**config.mk**
```make
export PLATFORM = sky130hd
export DESIGN_NAME = blist_cell
export DESIGN_NICKNAME = d
export VERILOG_FILES = /design/src/blist_pkg.sv /design/src/blist_cell.sv
export SDC_FILE = /design/constraint.sdc
export NUM_CORES = 1
export LEC_CHECK = 0
export BUFFER_PORTS_ARGS = -buffer_cell sky130_fd_sc_hd__buf_2
export CAP_MARGIN = 20
export CORE_ASPECT_RATIO = 0.8
export CORE_MARGIN = 4
export CORE_UTILIZATION = 46
export DETAILED_ROUTE_END_ITERATION = 6
export PLACE_DENSITY = 0.8
export RECOVER_POWER = 50
export SYNTH_ARGS = -nofsm -noshare
export SYNTH_HDL_FRONTEND = slang
export SYNTH_SLANG_ARGS = --single-unit
```
**constraint.sdc**
```tcl
create_clock -name i_clk -period 9.8 [get_ports i_clk]
set_input_delay 1.96 -clock i_clk [delete_from_list [all_inputs] [get_ports i_clk]]
set_output_delay 1.96 -clock i_clk [all_outputs]
set_load 0.02 [all_outputs]
```
**src/blist_pkg.sv**
```systemverilog
// ----------------------------------------------------------------------------
// blist_pkg
// Shared types and constants for the bounded ordered list and its cells.
// ----------------------------------------------------------------------------
package blist_pkg;

    // Wide enough for any index or count up to the largest supported capacity.
    localparam int IDX_W = 11;
    localparam int VAL_W = 32;

    typedef enum logic [2:0] {
        REQ_APPEND = 3'd0,
        REQ_REMOVE = 3'd1,
        REQ_READ   = 3'd2,
        REQ_SEARCH = 3'd3,
        REQ_INSERT = 3'd4
    } t_req;

    // Operation broadcast to every cell.
    typedef struct packed {
        logic             ins;      // one-cycle write strobe
        logic [IDX_W-1:0] ins_pos;
        logic [IDX_W-1:0] lim;      // element count before the request
        logic             search;   // 1: match on key, 0: match on target
        logic [IDX_W-1:0] target;
        logic [VAL_W-1:0] key;      // search key or value to insert
    } t_op;

    // Result token walking down the chain.
    typedef struct packed {
        logic             vld;
        logic             hit;
        logic [VAL_W-1:0] value;
        logic [IDX_W-1:0] pos;
    } t_tok;

endpackage

```
**src/blist_cell.sv**
```systemverilog
// ----------------------------------------------------------------------------
// blist_cell
// One list slot: holds an element, takes its left neighbor's element on an
// insert shift, and passes the result token to the right, capturing it on
// the first hit.
// ----------------------------------------------------------------------------
module blist_cell #(
    parameter int INDEX = 0
) (
    input  logic                            i_clk,
    input  logic                            i_rst_n,
    input  blist_pkg::t_op                  i_op,
    input  logic [blist_pkg::VAL_W-1:0]     i_left_data,
    output logic [blist_pkg::VAL_W-1:0]     o_data,
    input  blist_pkg::t_tok                 i_tok,
    output blist_pkg::t_tok                 o_tok
);
    import blist_pkg::*;

    localparam logic [IDX_W-1:0] MY_IDX = IDX_W'(INDEX);

    logic [VAL_W-1:0] r_data;
    t_tok             r_tok;
    t_tok             n_tok;
    logic             w_hit;

    always_ff @(posedge i_clk) begin
        if (i_op.ins) begin
            if (MY_IDX == i_op.ins_pos) begin
                r_data <= i_op.key;
            end else if (MY_IDX > i_op.ins_pos && MY_IDX <= i_op.lim) begin
                r_data <= i_left_data;
            end
        end
    end

    assign w_hit = i_op.search ? (r_data == i_op.key && MY_IDX < i_op.lim)
                               : (MY_IDX == i_op.target);

    always_comb begin
        n_tok = i_tok;
        if (i_tok.vld && !i_tok.hit && w_hit) begin
            n_tok.hit   = 1'b1;
            n_tok.value = r_data;
            n_tok.pos   = MY_IDX;
        end
    end

    always_ff @(posedge i_clk) begin
        if (!i_rst_n) begin
            r_tok.vld <= 1'b0;
        end else begin
            r_tok.vld <= n_tok.vld;
        end
        r_tok.hit   <= n_tok.hit;
        r_tok.value <= n_tok.value;
        r_tok.pos   <= n_tok.pos;
    end

    assign o_data = r_data;
    assign o_tok  = r_tok;

endmodule

```
Yosys cells after proc, flatten, opt, wreduce, memory -nomap -nowiden:

Cells that the tools add are included.
W data, S select, Z words.

* order comparisons: 3
* equality and inequality tests: 1
* muxes and demuxes: 4
* reductions and logical operators: 9

Operators by type and width (count)
* $mux W32: 2
* $mux W43: 1
* $eq A32 B32 Y1: 1
* $logic_not A11 Y1: 2
* $gt A1 B11 Y1 const A: 1
* $le A1 B11 Y1 const A: 1
* $lt A1 B11 Y1 const A: 1
* $logic_and A1 B1 Y1: 4
* $reduce_and A2 Y1: 1
* $reduce_bool A2 Y1: 1
* $logic_not A1 Y1: 1
* $mux W1: 1

* bits in registers: 77
* input port bits: 146
* output and inout bits: 77
* logic and storage cells: 22

Logic depth before layout (Yosys ltp):

Gate-level depths: netlist (run 1).

* word-level depth: 5
* depth in mapped cells: 7
* mapped depth without buffers: 5

Least setup slack after synthesis (run 1):

Ideal clock, no wire load.

* kind: in2reg
* start point: input port i_op[62] (netlist bit)
* end point: register r_data[0] (netlist: o_data[0]), enable pin
* setup time: 0.421 ns
* data arrival time: 4.081 ns
* required time: 9.379 ns
* slack: 5.298 ns
* stages: 4
* buffers on the path: 1
* cells stage by stage: nor4_1 > nand3_1 > clkbuf_1 > nor2_1

* longest elaborated chain between the ends: 4
* elaborated cells between the ends (all ways): 5
* classes of those cells: 1 x order compare; 4 x reduce/logical

Ends and longest elaborated chain
* start, declared: RTL line blist_cell.sv:12 `input blist_pkg::t_op i_op,`
* $gt A1 B11 Y1: RTL line blist_cell.sv:31 `end else if (MY_IDX > i_op.ins_pos && MY_IDX <= i_op.lim) begin`
* $logic_and A1 B1 Y1: RTL line blist_cell.sv:31
* $reduce_bool A2 Y1 (no source line) (*)
* $reduce_and A2 Y1 (no source line) (*)
* end signal, assigned: RTL line blist_cell.sv:30 `r_data <= i_op.key;`
* end signal, assigned: RTL line blist_cell.sv:32 `r_data <= i_left_data;`
* end, declared: RTL line blist_cell.sv:22 `logic [VAL_W-1:0] r_data;`

Every way passes the cells marked *; elsewhere a longest branch is shown, timed or not.
A chain may end at the register's enable or synchronous reset.

Worst setup path after layout (run 1):

* start point: input port i_op[62] (netlist bit)
* end point: register r_data[9] (netlist: o_data[9]), enable pin

Same word-level chain as after synthesis.

==> impl_metrics.ini, run 1 <==
[setup_path]
worstPathArrival_ns = 4.48
end_kind = flip-flop
cp.required_ns = 9.74
cp-start-kind = input port
cp_max_fo = 33
r2r_setup_slack_ns = 6.63
worstSetupPathType = in2reg

[synthesis]
avgSynthCellArea_um2 = 10.3
async_flop_share_pct = 0
synth.yosys.seq_area_share_pct = 43.4
ys_ff_latch = 77
ys_warn_count = 0
synth.net_count = 563
syn-cell-area_mm2 = 0.00429
netlist_instances = 417
ys.flop_type = dfxtp_1
synthDistinctLibCells = 29
synth_edf_count = 32

[job]
cap_violations = 1

[global_routing]
grt_pass1_vias = 4364
antenna_found_initial = 1
grt_start_max_net_pins = 67
grt_pass1_wl_mm = 22.4
grt_usage_pct = 26.4
overflow = 0

[clock_tree]
clk_latency_ns = 0.33
cts_buffer_depth = 2
cts_setup_buffers = 0
htree_levels = 3
cts-resized-gates = 0
cts_tree = yes
cts_made_buffers = 9
cts.sinks = 77
hold_buffers = 0
root_buffer = clkbuf_16
cts.clk_slew.worst_paths_ns = 0.06

[sta]
setup-tns-final_ns = 0
skew_ns = 0.00739
min_period_ns = 4.54
slew_headroom_pct = -40.0
period_share_pct = 46.3
setup_violations = 0
hold_viol_final = 0
tightest_slew_ns = 2.10
report.final.slew_viol_count = 34
fin_ws_ns = 5.26
rsz0062_at_grt = false
max_freq_mhz = 220

[die]
die_h_um = 94.4
row_count = 31
num_io_pins = 223
initial_core_util_pct = 47.3
dieArea_mm2 = 0.0109
coreArea_mm2 = 0.00908
die_w_um = 116

[routing]
first_pass_iters = 5
wl_mm = 14.9
drt_iter0_drc = 455
wl_per_cell_um = 20.1
viasPerCell = 5.92
drtAntennaViolNets = 0
via_count = 4378
drcViolationCount = 0

[power_and_ir_drop]
irDropWorstVdd_uv = 94.3
seq_power_share_pct = 43.3
power_density_mw_per_mm2 = 144
p_int_uw = 610
combPwrFrac_pct = 14.2
p_sw_uw = 204
power_leakage_uw = 0.00212
sw_frac_of_total_pct = 25.0
clkPwrFrac_pct = 42.4

[place]
gp_congestion = 0.852
place_hpwl_mm = 10.6
portBuffers = 222
preCtsSetupSlack_ns = 5.20

[finish]
fin_nets = 764
drive_above_1_share_pct = 33.2
syn2layout_area_growth_pct = 31.7

[worst_hold_path]
hp-class = reg2reg

[outcome]
violations = max-capacitance violations, max-slew violations
outcome = finished with violations
## state kept, by name, indices dropped and copies added (netlist names)
| signal | cells |
|---|---|
| o_tok | 45 |
| o_data | 32 |
## kinds of logic (layout without fill, tap and decap cells)
family / after synthesis / after routing / share of synthesized area (%)
AO/OA/AOI/OAI: 97 / 97 / 16.9
XOR/XNOR: 32 / 32 / 6.53
buffers and inverters: 39 / 245 / 4.11
flip-flops: 77 / 77 / 43.4
multiplexers: 32 / 32 / 8.40
other: 0 / 1 / 0
AND/OR/NAND/NOR: 140 / 140 / 20.6
## worst paths after layout
| check | end | cells past startpoint | start |
|---|---|---|---|
| min reg2reg | o_tok[20]$_DFF_P_ | 2 | o_data[9]$_DFFE_PP_ |
| min | o_tok[20]$_DFF_P_ | 2 | o_data[9]$_DFFE_PP_ |
| max | o_data[9]$_DFFE_PP_ | 5 | i_op[62] |
| max reg2reg | o_tok[30]$_DFF_P_ | 5 | o_data[30]$_DFFE_PP_ |
## critical path, cell delays in order
cell,delay (ns)
buf_2,0.10
nor4_1,0.35
nand3_2,0.10
clkbuf_1,0.81
nor2_4,1.13
## power groups by stage
stage / Combinational, uW / Sequential (uW) / Clock [uW]
global placement: 114 / 359 / 0
finish: 116 / 353 / 345
global route: 126 / 353 / 362
floorplan: 44.0 / 376 / 0
CTS: 120 / 352 / 351
detailed placement: 119 / 359 / 0
## synth_stat cells, drive strengths merged, types with 2 or more instances
master / number / area, um2
xor2: 32 / 280
o21ai: 32 / 160
nor2: 3 / 11.3
mux2: 32 / 360
a221oi: 32 / 280
nor3: 3 / 15.0
buf: 9 / 63.8
o311ai: 32 / 280
and2: 33 / 206
edfxtp: 32 / 961
nor4: 15 / 134
clkbuf: 29 / 109
nand2: 33 / 124
or2: 2 / 15.0
nor3b: 43 / 323
nand3: 3 / 15.0
dfxtp: 45 / 901
## through the flow
stage | total power (uW) | hold slack (ns) | area, um2 | instances | utilization (%)
6_report | 814 | 0.651 | 5650 | 739 | 62.3
3_5_place_dp | 478 | 0.639 | 5440 | 722 | 59.9
5_1_grt | 841 | 0.665 | 5650 | 739 | 62.3
3_3_place_gp | 473 | 0.621 | 5440 | 722 | 59.9
4_1_cts | 823 | 0.646 | 5750 | 738 | 63.4
2_1_floorplan | 419 | 0.721 | 4290 | 417 | -
## layout by cell type (no fill, tap or decap)
cell / n
edfxtp_1: 32
nand3_1: 1
nor2_1: 1
nor2_4: 1
or3_1: 1
buf_2: 144
mux2_2: 32
o21ai_0: 32
nand2b_1: 1
nor2_2: 1
nor4b_1: 1
nand3_2: 2
nor4_1: 10
nand4b_1: 1
inv_4: 2
o311ai_0: 2
clkbuf_1: 80
inv_1: 1
nor4_2: 4
a221oi_1: 32
or2_1: 1
nor3b_1: 43
and2_0: 1
buf_4: 5
diode_2: 1
and2_1: 32
a31oi_1: 1
nor4_4: 1
xor2_1: 32
nand2_1: 33
o311ai_1: 30
clkbuf_8: 1
dfxtp_1: 45
clkbuf_16: 11
clkinv_4: 1
or2_4: 1
nor3_1: 3
nand4_2: 1
## area by class of cell
cell class	count	area [um2]
Fill cell	809	3420
Multi-Input combinational cell	301	2270
Sequential cell	77	1860
Timing Repair Buffer	228	1050
Clock buffer	13	293
Tap cell	115	144
Clock inverter	3	21.3
Inverter	1	3.75
Antenna cell	1	2.50
## per-layer routing
layer | part of all wire [%] | vias up | global-route usage, %
met4 | 3.0 | 0 | 9.76
met5 | 0 | - | 0
met1 | 40 | 2058 | 34.4
met2 | 47 | 275 | 43.6
met3 | 9.5 | 37 | 5.32
li1 | - | 2008 | -
No activity file was read; power rests on OpenSTA's default activity.
==> run 2: changes to the inputs <==
- clock period: 9.8 -> 4.8 ns (I/O delays scaled with it)
==> impl_metrics.ini, run 2 (synthesized netlist as in run 1, its figures left out) <==
[outcome]
outcome = finished with violations
violations = max-capacitance violations, max-slew violations

[routing]
wl_met3_mm = 1.51
met1_length_mm = 5.88
drtAntennaViolNets = 0
drt_iter0_drc = 265
dr_wl_met2_mm = 6.92
wl_per_cell_um = 19.6
via_count = 4365
viasPerCell = 5.89
wl_mm = 14.6
first_pass_iters = 7
topRoutingLayerUsed = met4
drcViolationCount = 0

[setup_path]
worstSetupPathType = in2reg
r2r_setup_slack_ns = 1.83
cp-start-kind = input port
cp_max_fo = 46
r2r_end = o_tok[30]$_DFF_P_
worstPathArrival_ns = 3.43
cp.required_ns = 4.99
reg2reg_from = o_data[1]$_DFFE_PP_
end_kind = flip-flop
rr_worst_depth = 6

[sta]
period_share_pct = 67.6
skew_ns = 0.00745
tightest_slew_ns = 2.04
min_period_ns = 3.24
report.final.slew_viol_count = 34
hold_viol_final = 0
rsz0062_at_grt = false
holdWs_ns = 0.652
max_freq_mhz = 308
slew_headroom_pct = -35.9
setup-tns-final_ns = 0
setup_violations = 0

[clock_tree]
clk_latency_ns = 0.33
cts.sinks = 77
root_buffer = clkbuf_16
cts.clk_slew.worst_paths_ns = 0.06
htree_levels = 3
cts_buffer_depth = 2
cts_made_buffers = 9
hold_buffers = 0
cts_setup_buffers = 0
cts-resized-gates = 0
cts_tree = yes

[power_and_ir_drop]
total_power_uw = 1650
irDropWorstVdd_uv = 221
power_leakage_uw = 0.00215
power_density_mw_per_mm2 = 289

[finish]
syn2layout_area_growth_pct = 32.9
largest_reg_flops = 45
drive_above_1_share_pct = 33.7
fin_nets = 767
layout_common_cells = buf_2, clkbuf_1, dfxtp_1
final_common_cell = buf_2
antenna_cells = 0

[global_routing]
antenna_found_initial = 0
grt_start_max_net_pins = 67
overflow = 0
grt_pass1_vias = 4357
grt_usage_pct = 26.0
grt_pass1_wl_mm = 21.9

[worst_hold_path]
hp-class = reg2reg
min_to = o_tok[25]$_DFF_P_
hold-path-cell-count = 2
hp-start = o_data[14]$_DFFE_PP_

[die]
row_count = 31
die_w_um = 116
dieArea_mm2 = 0.0109
coreArea_mm2 = 0.00908
num_io_pins = 223
die_h_um = 94.4
initial_core_util_pct = 47.3

[place]
place_hpwl_mm = 10.6
gp_congestion = 0.823
portBuffers = 222

[job]
cap_violations = 1
-- run 2: cell types whose count changed in the layout (fill, tap and decap cells not counted), sizes merged --
cell	delta
diode	-1
clkinv	+2
clkbuf	-2
buf	+3
-- run 2: how the worst max path moves through the flow --
stage	end	slack, ns	startpoint
after floorplan	o_data[0]$_DFFE_PP_	1.30	i_op[62]
after global placement	o_tok[23]$_DFF_P_	1.44	i_op[1]
after detailed placement	o_tok[30]$_DFF_P_	1.28	i_op[1]
after CTS	o_tok[30]$_DFF_P_	1.63	i_op[1]
after global routing	o_tok[30]$_DFF_P_	1.41	i_op[1]
final	o_tok[30]$_DFF_P_	1.56	i_op[1]
-- run 2: worst max-delay path: stages --
cell and delay (ns):
buf_2 0.11, xor2_1 0.19, nor4_1 0.35, nand3_2 0.78
buf_4 0.52, a221oi_1 0.33, o311ai_1 0.16
-- run 2: layout make-up --
| cell class | instances | area [um2] |
|---|---|---|
| clock buffers | 11 | 275 |
| clock inverters | 5 | 37.5 |
| fillers | 788 | 3370 |
| inverters | 1 | 3.75 |
| multi-input cells | 301 | 2270 |
| flip-flops and latches | 77 | 1860 |
| well taps | 115 | 144 |
| repair buffers | 231 | 1110 |
-- run 2: metrics by stage --
stage	setup WS [ns]	std cells	cell area (um2)	utilization, %
global placement	1.44	723	5450	60.0
CTS	1.63	740	5790	63.8
global route	1.41	741	5710	62.9
finish	1.56	741	5710	62.9
floorplan	1.30	417	4290	-
detailed placement	1.28	724	5470	60.3
-- run 2: metal layers --
layer	vias up	GRT usage (%)
li1	2023	-
met1	2057	32.6
met2	262	43.2
met3	23	7.82
met4	0	8.21
met5	-	0
-- run 2: where the power goes --
| part | internal (uW) | leakage [uW] | total [uW] | switching, uW |
|---|---|---|---|---|
| Sequential | 709 | 0.000666 | 718 | 8.96 |
| Clock | 416 | 0.000157 | 694 | 278 |
| Combinational | 108 | 0.00132 | 237 | 129 |
| Total | 1230 | 0.00215 | 1650 | 416 |
